===== config.mk =====
export PLATFORM = sky130hd
export DESIGN_NAME = rtc_field_setup_editor_top_flat
export DESIGN_NICKNAME = d
export VERILOG_FILES = /design/src/sv/rfse_pkg.sv /design/src/sv/rfse_if.sv /design/src/sv/rtc_field_setup_editor_top.sv /design/src/flat_wrapper.sv
export SDC_FILE = /design/constraint.sdc
export NUM_CORES = 1
export LEC_CHECK = 0
export BUFFER_PORTS_ARGS = -buffer_cell sky130_fd_sc_hd__clkbuf_2
export CAP_MARGIN = 5
export CELL_PAD_IN_SITES_DETAIL_PLACEMENT = 1
export CELL_PAD_IN_SITES_GLOBAL_PLACEMENT = 1
export CORE_ASPECT_RATIO = 1.1
export CORE_MARGIN = 1
export CORE_UTILIZATION = 45
export DETAILED_ROUTE_END_ITERATION = 10
export GPL_TIMING_DRIVEN = 0
export PLACE_DENSITY = 0.8
export SLEW_MARGIN = 20
export SYNTH_ARGS = -nofsm -noshare
export SYNTH_HDL_FRONTEND = slang
export SYNTH_SLANG_ARGS = --single-unit

===== constraint.sdc =====
create_clock -name clk -period 4.4 [get_ports clk]
set_clock_uncertainty 0.05 [all_clocks]
set_input_delay 1.32 -clock clk [delete_from_list [all_inputs] [get_ports clk]]
set_output_delay 1.32 -clock clk [all_outputs]
set_load 0.03 [all_outputs]

===== src/sv/rfse_pkg.sv =====
package rfse_pkg;

	// Pressed-button codes after inverting the active-low pins
	localparam logic [3:0] BTN_MASK  = 4'b1111;
	localparam logic [3:0] BTN_UP    = 4'b0001;
	localparam logic [3:0] BTN_RIGHT = 4'b0010;
	localparam logic [3:0] BTN_LEFT  = 4'b0100;
	localparam logic [3:0] BTN_DOWN  = 4'b1000;

	// Cursor positions
	localparam logic [2:0] CUR_EXIT    = 3'd0;
	localparam logic [2:0] CUR_SECONDS = 3'd1;
	localparam logic [2:0] CUR_MINUTES = 3'd2;
	localparam logic [2:0] CUR_HOURS   = 3'd3;
	localparam logic [2:0] CUR_WEEKDAY = 3'd4;
	localparam logic [2:0] CUR_DAY     = 3'd5;
	localparam logic [2:0] CUR_MONTH   = 3'd6;
	localparam logic [2:0] CUR_YEAR    = 3'd7;

	localparam logic [5:0]  SEC_TOP     = 6'd59;
	localparam logic [4:0]  HOUR_TOP    = 5'd23;
	localparam logic [2:0]  WEEKDAY_TOP = 3'd7;
	localparam logic [4:0]  DAY_TOP     = 5'd31;
	localparam logic [3:0]  MONTH_TOP   = 4'd12;
	localparam logic [11:0] YEAR_BASE   = 12'd2000;
	localparam logic [11:0] YEAR_TOP    = 12'd2099;

	typedef struct packed {
		logic [3:0]  buttons_raw;
		logic [5:0]  cur_seconds;
		logic [5:0]  cur_minutes;
		logic [4:0]  cur_hours;
		logic [2:0]  cur_weekday;
		logic [4:0]  cur_day;
		logic [3:0]  cur_month;
		logic [11:0] cur_year;
	} rfse_poll_t;

	typedef struct packed {
		logic [2:0] cursor_position;
		logic       write_strobe;
		logic [2:0] write_index;
		logic [6:0] write_value;
		logic       exit_request;
	} rfse_result_t;

endpackage


===== src/sv/rfse_if.sv =====
interface rfse_poll_if import rfse_pkg::*; ();
	logic       valid;
	logic       ready;
	rfse_poll_t data;

	modport source(output valid, output data, input ready);
	modport sink(input valid, input data, output ready);
endinterface

interface rfse_result_if import rfse_pkg::*; ();
	logic         valid;
	logic         ready;
	rfse_result_t data;

	modport source(output valid, output data, input ready);
	modport sink(input valid, input data, output ready);
endinterface


===== src/sv/rtc_field_setup_editor_top.sv =====
// Setup editor for a real-time clock, one poll per transaction.
// poll channel: active-low button pins plus the clock fields read back.
// result channel: cursor after the poll, an optional register write
// (strobe, index 0 sec .. 6 year, value; year as year minus 2000) and an
// exit request when up or down is pressed at cursor 0.
// Every poll gives exactly one result, in order.
// A poll is registered in the input register on acceptance; its result is
// then registered in the result register and offered on the result channel.
// Throughput: one poll per cycle while the result receiver is ready; the
// decode, compare and increment logic sits between the two registers.
// When the result receiver stalls, one result waits in the result register
// and one poll in the input register; poll.ready drops only when both are
// full. The cursor register advances as a poll moves into the result stage.
// Reset (arst_n low) clears the cursor to 0 and empties both stages.
module rtc_field_setup_editor_top import rfse_pkg::*; (
	input logic            clk,
	input logic            arst_n,
	rfse_poll_if.sink      poll,
	rfse_result_if.source  result
);

	logic         valid_s1;
	rfse_poll_t   poll_s1;
	logic         valid_s2;
	rfse_result_t result_s2;
	logic [2:0]   cursor_q;

	logic         adv_s1;
	logic [3:0]   pressed;
	logic         up;
	logic         down;
	logic [2:0]   cursor_nxt;
	logic [6:0]   field_val;
	logic [11:0]  year_clamp;
	logic [11:0]  year_new;
	logic [11:0]  year_off;
	rfse_result_t res;

	assign adv_s1     = !valid_s2 || result.ready;
	assign poll.ready = !valid_s1 || adv_s1;

	always_ff @(posedge clk or negedge arst_n) begin
		if (!arst_n) begin
			valid_s1 <= 1'b0;
		end else if (poll.ready) begin
			valid_s1 <= poll.valid;
		end
	end

	always_ff @(posedge clk) begin
		if (poll.ready && poll.valid) begin
			poll_s1 <= poll.data;
		end
	end

	always_comb begin
		pressed    = ~poll_s1.buttons_raw & BTN_MASK;
		up         = 1'b0;
		down       = 1'b0;
		cursor_nxt = cursor_q;
		unique case (pressed)
			BTN_UP:    up = 1'b1;
			BTN_DOWN:  down = 1'b1;
			BTN_RIGHT: if (cursor_q != CUR_YEAR) cursor_nxt = cursor_q + 3'd1;
			BTN_LEFT:  if (cursor_q != CUR_EXIT) cursor_nxt = cursor_q - 3'd1;
			default:   ;
		endcase
	end

	// Year is clamped into range before the step, then saturates at both ends
	always_comb begin
		year_clamp = poll_s1.cur_year;
		if (year_clamp < YEAR_BASE) year_clamp = YEAR_BASE;
		if (year_clamp > YEAR_TOP)  year_clamp = YEAR_TOP;
		year_new = year_clamp;
		if (up && year_clamp != YEAR_TOP)    year_new = year_clamp + 12'd1;
		if (down && year_clamp != YEAR_BASE) year_new = year_clamp - 12'd1;
		year_off = year_new - YEAR_BASE;
	end

	always_comb begin
		field_val = '0;
		unique case (cursor_nxt)
			CUR_SECONDS: field_val = {1'b0, up
				? ((poll_s1.cur_seconds < SEC_TOP) ? poll_s1.cur_seconds + 6'd1 : 6'd0)
				: ((poll_s1.cur_seconds > 6'd0) ? poll_s1.cur_seconds - 6'd1 : SEC_TOP)};
			CUR_MINUTES: field_val = {1'b0, up
				? ((poll_s1.cur_minutes < SEC_TOP) ? poll_s1.cur_minutes + 6'd1 : 6'd0)
				: ((poll_s1.cur_minutes > 6'd0) ? poll_s1.cur_minutes - 6'd1 : SEC_TOP)};
			CUR_HOURS: field_val = {2'b0, up
				? ((poll_s1.cur_hours < HOUR_TOP) ? poll_s1.cur_hours + 5'd1 : 5'd0)
				: ((poll_s1.cur_hours > 5'd0) ? poll_s1.cur_hours - 5'd1 : HOUR_TOP)};
			CUR_WEEKDAY: field_val = {4'b0, up
				? ((poll_s1.cur_weekday < WEEKDAY_TOP) ? poll_s1.cur_weekday + 3'd1 : 3'd1)
				: ((poll_s1.cur_weekday > 3'd1) ? poll_s1.cur_weekday - 3'd1 : WEEKDAY_TOP)};
			CUR_DAY: field_val = {2'b0, up
				? ((poll_s1.cur_day < DAY_TOP) ? poll_s1.cur_day + 5'd1 : 5'd1)
				: ((poll_s1.cur_day > 5'd1) ? poll_s1.cur_day - 5'd1 : DAY_TOP)};
			CUR_MONTH: field_val = {3'b0, up
				? ((poll_s1.cur_month < MONTH_TOP) ? poll_s1.cur_month + 4'd1 : 4'd1)
				: ((poll_s1.cur_month > 4'd1) ? poll_s1.cur_month - 4'd1 : MONTH_TOP)};
			CUR_YEAR: field_val = year_off[6:0];
			default:  field_val = '0;
		endcase
	end

	always_comb begin
		res                 = '0;
		res.cursor_position = cursor_nxt;
		if (up || down) begin
			if (cursor_nxt == CUR_EXIT) begin
				res.exit_request = 1'b1;
			end else begin
				res.write_strobe = 1'b1;
				res.write_index  = cursor_nxt - 3'd1;
				res.write_value  = field_val;
			end
		end
	end

	always_ff @(posedge clk or negedge arst_n) begin
		if (!arst_n) begin
			valid_s2 <= 1'b0;
			cursor_q <= CUR_EXIT;
		end else if (adv_s1) begin
			valid_s2 <= valid_s1;
			if (valid_s1) cursor_q <= cursor_nxt;
		end
	end

	always_ff @(posedge clk) begin
		if (adv_s1 && valid_s1) begin
			result_s2 <= res;
		end
	end

	assign result.valid = valid_s2;
	assign result.data  = result_s2;

endmodule


===== src/flat_wrapper.sv =====
// flat-port wrapper written by rule: the top's interface ports become plain ports
module rtc_field_setup_editor_top_flat import rfse_pkg::*;
  (clk, arst_n, poll_valid, poll_data, poll_ready, result_valid, result_data, result_ready);
  rfse_poll_if poll_i ();
  rfse_result_if result_i ();
  input logic clk;
  input logic arst_n;
  input wire logic [$bits(poll_i.valid)-1:0] poll_valid;
  input wire logic [$bits(poll_i.data)-1:0] poll_data;
  output wire logic [$bits(poll_i.ready)-1:0] poll_ready;
  output wire logic [$bits(result_i.valid)-1:0] result_valid;
  output wire logic [$bits(result_i.data)-1:0] result_data;
  input wire logic [$bits(result_i.ready)-1:0] result_ready;
  assign poll_i.valid = poll_valid;
  assign poll_i.data = poll_data;
  assign poll_ready = poll_i.ready;
  assign result_valid = result_i.valid;
  assign result_data = result_i.data;
  assign result_i.ready = result_ready;
  rtc_field_setup_editor_top u_core (.clk(clk), .arst_n(arst_n), .poll(poll_i), .result(result_i));
endmodule

**Yosys cells after proc, flatten, opt, wreduce, memory -nomap -nowiden**

Index checks and enable logic that the tools add are counted.

- Bits in registers: 65
- Input bits: 49
- Output and inout port bits: 17
- Word-level logic and storage cells: 107

- $add $sub $neg: 18
- $lt $le $gt $ge: 14
- Eq/ne operators: 14
- Mux-type cells: 30
- Bitwise logic cells: 2
- Reductions and logical operators: 13

Operator list:

| operator | number |
|---|---|
| 7-bit case mux with 7 select lines | 1 |
| 6-bit 2-to-1 mux | 6 |
| 5-bit 2-to-1 mux | 6 |
| 12-bit 2-to-1 mux | 2 |
| 3-bit 2-to-1 mux | 5 |
| 7-bit 2-to-1 mux | 2 |
| 6-bit by 1-bit adder with 6-bit output (second input constant) | 2 |
| 3-bit == test (second input constant) | 4 |
| 12-bit > comparator (second input constant) | 1 |
| 6-bit by 1-bit > comparator with 1-bit output (second input constant) | 2 |
| 12-bit by 11-bit < comparator with 1-bit output (second input constant) | 1 |
| 6-bit < comparator (second input constant) | 2 |
| 4-bit 2-to-1 mux | 3 |
| 12-bit by 11-bit inequality test with 1-bit output (second input constant) | 1 |
| 12-bit inequality test (second input constant) | 1 |
| 6-bit by 1-bit subtractor with 6-bit output (second input constant) | 2 |
| 11-bit 2-to-1 mux | 1 |
| 5-bit by 1-bit adder with 5-bit output (second input constant) | 2 |
| 5-bit by 1-bit > comparator with 1-bit output (second input constant) | 2 |
| 5-bit < comparator (second input constant) | 2 |
| 5-bit by 1-bit subtractor with 5-bit output (second input constant) | 2 |
| 3-bit by 1-bit subtractor with 3-bit output (second input constant) | 3 |
| 7-bit by 1-bit adder with 7-bit output (second input constant) | 1 |
| 7-bit by 1-bit subtractor with 7-bit output (second input constant) | 1 |
| 26 further kinds | 36 |

**Depth between registers and ports, before layout**

- Depth in word-level cells: 11
- Mapped depth: 17
- Gate-level depth less buffers: 15

**Least setup slack after synthesis**

Ideal clock, no wire load.

- Kind: register to register
- Start: reg u_core.poll_s1[10] (netlist bit)
- End: reg u_core.result_s2 (netlist bit u_core.result.data[7]), data pin
- Arrival time: 3.557 ns
- Data required time: 4.093 ns
- Setup slack: 0.536 ns
- Cell stages (with the launch flop): 17
- Buffers on the path: 1
- Cells stage by stage: edfxtp_1 > or4_4 > a311o_4 > o22a_4 > inv_1 > ha_1 > nand2b_1 > o31ai_1 > or2_2 > clkbuf_4 > nor3_1 > a41oi_1 > xnor2_1 > ha_1 > xor2_1 > and3_1 > nor3_1

- Cells in the longest elaborated chain, start to end: 10
- Elaborated cells on any way between the ends: 14

RTL lines:

| item | line | RTL |
|---|---|---|
| start: declaration | rtc_field_setup_editor_top.sv:23 | `rfse_poll_t poll_s1;` |
| start signal: assignment | rtc_field_setup_editor_top.sv:52 | `poll_s1 <= poll.data;` |
| 12-bit by 11-bit < comparator with 1-bit output | rtc_field_setup_editor_top.sv:73 | `if (year_clamp < YEAR_BASE) year_clamp = YEAR_BASE;` |
| 12-bit 2-to-1 mux * | rtc_field_setup_editor_top.sv:73 |  |
| 12-bit > comparator | rtc_field_setup_editor_top.sv:74 | `if (year_clamp > YEAR_TOP) year_clamp = YEAR_TOP;` |
| 12-bit 2-to-1 mux * | rtc_field_setup_editor_top.sv:74 |  |
| branches (longest 3 deep; another with 7-bit by 1-bit adder with 7-bit output) | -- |  |
| 7-bit 2-to-1 mux * | rtc_field_setup_editor_top.sv:77 | `if (down && year_clamp != YEAR_BASE) year_new = year_clamp - 12'd1;` |
| 7-bit subtractor * | rtc_field_setup_editor_top.sv:78 | `year_off = year_new - YEAR_BASE;` |
| 7-bit case mux with 7 select lines * | rtc_field_setup_editor_top.sv:83 | `unique case (cursor_nxt)` |
| end signal: assignment | rtc_field_setup_editor_top.sv:133 | `result_s2 <= res;` |
| end: declaration | rtc_field_setup_editor_top.sv:25 | `rfse_result_t result_s2;` |

Every way passes the cells marked *.
A chain may end at the register's enable or synchronous reset.

**Final worst setup path**

Same ends and word-level chain as after synthesis.

==> results.cfg <==
[place]
post-dp-hpwl_mm = 9.328
gp_congestion = 0.8591
portBuffers = 65

[clock_tree]
cts_root_buf = clkbuf_8
clockBufferDepth = 2
post_cts_buffers = 0
clock_latency_ns = 0.36
cts_sinks = 65
cts_tree = built
ctsResizeCount = 1
clkSlewWorstSetupHoldPaths_ns = 0.08
numCtsBuffers = 9
cts-htree-levels = 3
holdBufCountCts = 0

[finish]
fin_util_pct = 53.57
register_area_sq_mm = 0.001927
final_cell_mix = clkbuf_2 (65), edfxtp_1 (60), nand2_1 (37), o21ai_0 (33), inv_1 (32)
nFillCells = 1140
diodes = 0
multiInputGateArea_sq_mm = 0.002351
layout-drive-gt1-share_pct = 20.58
syn2layout_area_growth_pct = 15.93
final_nets = 620
final_common_cell = clkbuf_2

[synthesis]
ys_warn_count = 0
synth_xor_area_share_pct = 2.311
syn-instance-count = 467
synthSimpleGateAreaFrac_pct = 17.63
avgSynthCellArea_sq_um = 9.739
synth_compound_area_share_pct = 23.22
yosysUniqueCellTypes = 71
muxShareOfSynthArea_pct = 0.2476
ys_ff_latch = 65
synth_ff_type = edfxtp_1
synth_top_family_by_area = compound AO/OA/AOI/OAI gates
synth_adder_area_share_pct = 7.868
syn_area_sq_mm = 0.004548
synth-edff-count = 60
async_flop_share_pct = 7.692
yosysSeqAreaShare_pct = 42.37
synth_nets = 543

[die]
ios = 66
fp-row-count = 38
fp.dieH_um = 107.4
initial_core_util_pct = 46.21
core_area_sq_mm = 0.009842
die_w_um = 97.86
dieArea_sq_mm = 0.01051

[sta]
relSlewSlack_pct = 39.91
finalMaxSlewViolations = 0
fin_setup_tns_ns = 0
worstMarginPinSlew_ns = 0.8897
fin_crit_sh_pct = 94.77
whs_ns = 0.4681
fin_crit_ns = 4.170
fmaxAchievable_mhz = 239.8
hold_violations = 0
setup_violations = 0
rsz0062_at_grt = no

[worst_setup_path]
r2r_cells = 16
r2r-end = u_core.result.data[7]
endpoint_kind = register
path_class = register to register
crit_fanout = 8
required_ns = 4.46
cp-start-kind = register
path_cells = or4_4, a311o_4, o22a_4, inv_1, ha_1, nand2b_1, o31ai_4, or2_2, clkbuf_4, nor3_1, a41oi_1, xnor2_1, ha_1, xor2_1, and3_1, nor3_1
cp_top_family = compound AO/OA/AOI/OAI gates
crit_buf_inv = 2
crit_arrival_ns = 4.23
timing.rr.start = u_core.poll_s1[10]
slowest_delay_ns = 0.60
cp_slowest_cell = or4_4
regToRegSetupSlack_ns = 0.23
crit_path_start = u_core.poll_s1[10]

[route]
routedWlPerCell_um = 18.60
top_layer_used = met4
drt_iter0_drc = 163
wl_met1_mm = 5.553
drcViolationCount = 6
routed_wl_mm = 12.44
met3_length_um = 446
dr_wl_met2_mm = 6.114
vias = 4018
viasPerCell = 6.006
ant_nets = 0
drt_first_pass_iters = 7

[power]
power_per_cell_area_mw_per_mm2 = 427.0
peakVddDrop_uv = 195.5
p_leak_nw = 2.100

[run_status]
violations = design-rule violations
status = finished, violations left

[global_route]
grt_pass1_wl_mm = 20.14
grt_usage_pct = 24.54
grt_pass1_vias = 4022
grt_overflow = 0
grt_max_degree = 29
antenna_found_initial = 0

[hold_path]
holdCritPathClass = register to register
min_from = u_core.valid_s1
min_to = u_core.result.valid
holdPathStages = 1

[job]
cap_violations = 0
-- cell families after synthesis --
| logic type | count (synthesis) |
|---|---|
| and+or+nand+nor | 156 |
| AOI/OAI and AO/OA | 146 |
| DFF | 65 |
| buffers and inverters | 58 |
| adders and majority gates | 29 |
| xor gates and xnor gates | 12 |
| muxes | 1 |
-- layer usage --
layer / global-route usage, % / vias to the layer above
met3: 3.766 / 26
li1: - / 1933
met1: 30.81 / 1956
met2: 40.90 / 103
met5: 0 / -
met4: 12.77 / 0
-- flip-flops by register name, summed over array words and instances (netlist names) --
signal / flops
u_core.poll_s1: 45
u_core.result.valid: 1
u_core.cursor_q: 3
u_core.valid_s1: 1
u_core.result.data: 15
-- worst max-delay path by stage --
stage | to | slack [ns] | cells past startpoint
detailed placement | u_core.result.data[7] | -0.07 | 16
global placement | u_core.result.data[6] | 0.05 | 16
finish | u_core.result.data[7] | 0.23 | 16
global route | u_core.result.data[7] | 0.04 | 16
floorplan | u_core.result.data[7] | 0.54 | 16
CTS | u_core.result.data[7] | 0.13 | 16
-- cell usage after synthesis, types with 5 or more instances --
cell       number  share of area, %
edfxtp_1       60                40
nand2_1        37               3.1
o21ai_0        33               3.6
inv_1          32               2.6
nor2_1         30               2.5
ha_1           27               7.4
a21oi_1        24               2.6
nand3_1        21               2.3
nor3_1         16               1.8
clkbuf_1       14               1.2
a31oi_1        10               1.4
and3_1         10               1.4
xnor2_1         8               1.5
o2111ai_1       6               1.2
o31ai_1         6              0.99
a221oi_1        5              0.96
dfrtp_1         5               2.8
nand2b_1        5              0.69
nand4b_1        5              0.96
-- metrics by stage --
| stage | cell area [sq um] | setup slack (ns) | cells | power, W |
|---|---|---|---|---|
| after CTS | 5260 | 0.1316 | 669 | 0.002264 |
| final | 5273 | 0.2303 | 669 | 0.002252 |
| after detailed placement | 5045 | -0.07153 | 653 | 0.001697 |
| after global placement | 5024 | 0.04788 | 652 | 0.001666 |
| after global routing | 5273 | 0.03550 | 669 | 0.002379 |
| after floorplan | 4548 | 0.5355 | 467 | 0.001441 |
-- report_power, final --
| part | switching [W] | internal [W] |
|---|---|---|
| Combinational | 0.000530 | 0.000350 |
| Sequential | 0.0000560 | 0.000761 |
| Clock | 0.000239 | 0.000316 |
-- layout make-up --
type | instances | share of cell area [%]
sequential | 65 | 36.54
multi-input combinational | 344 | 44.59
buffer | 26 | 3.204
timing repair buffer | 66 | 6.550
tap | 120 | 2.848
clock buffer | 10 | 2.420
clock inverter | 6 | 1.566
inverter | 32 | 2.278
-- worst register-to-register path: stages (launching register included) --
cell and delay (ns):
edfxtp_1 0.44, or4_4 0.60, a311o_4 0.43, o22a_4 0.25, inv_1 0.09, ha_1 0.17
nand2b_1 0.12, o31ai_4 0.34, or2_2 0.17, clkbuf_4 0.18, nor3_1 0.07, a41oi_1 0.22
xnor2_1 0.16, ha_1 0.19, xor2_1 0.20, and3_1 0.19, nor3_1 0.05
(Power assumes the default switching activity.)
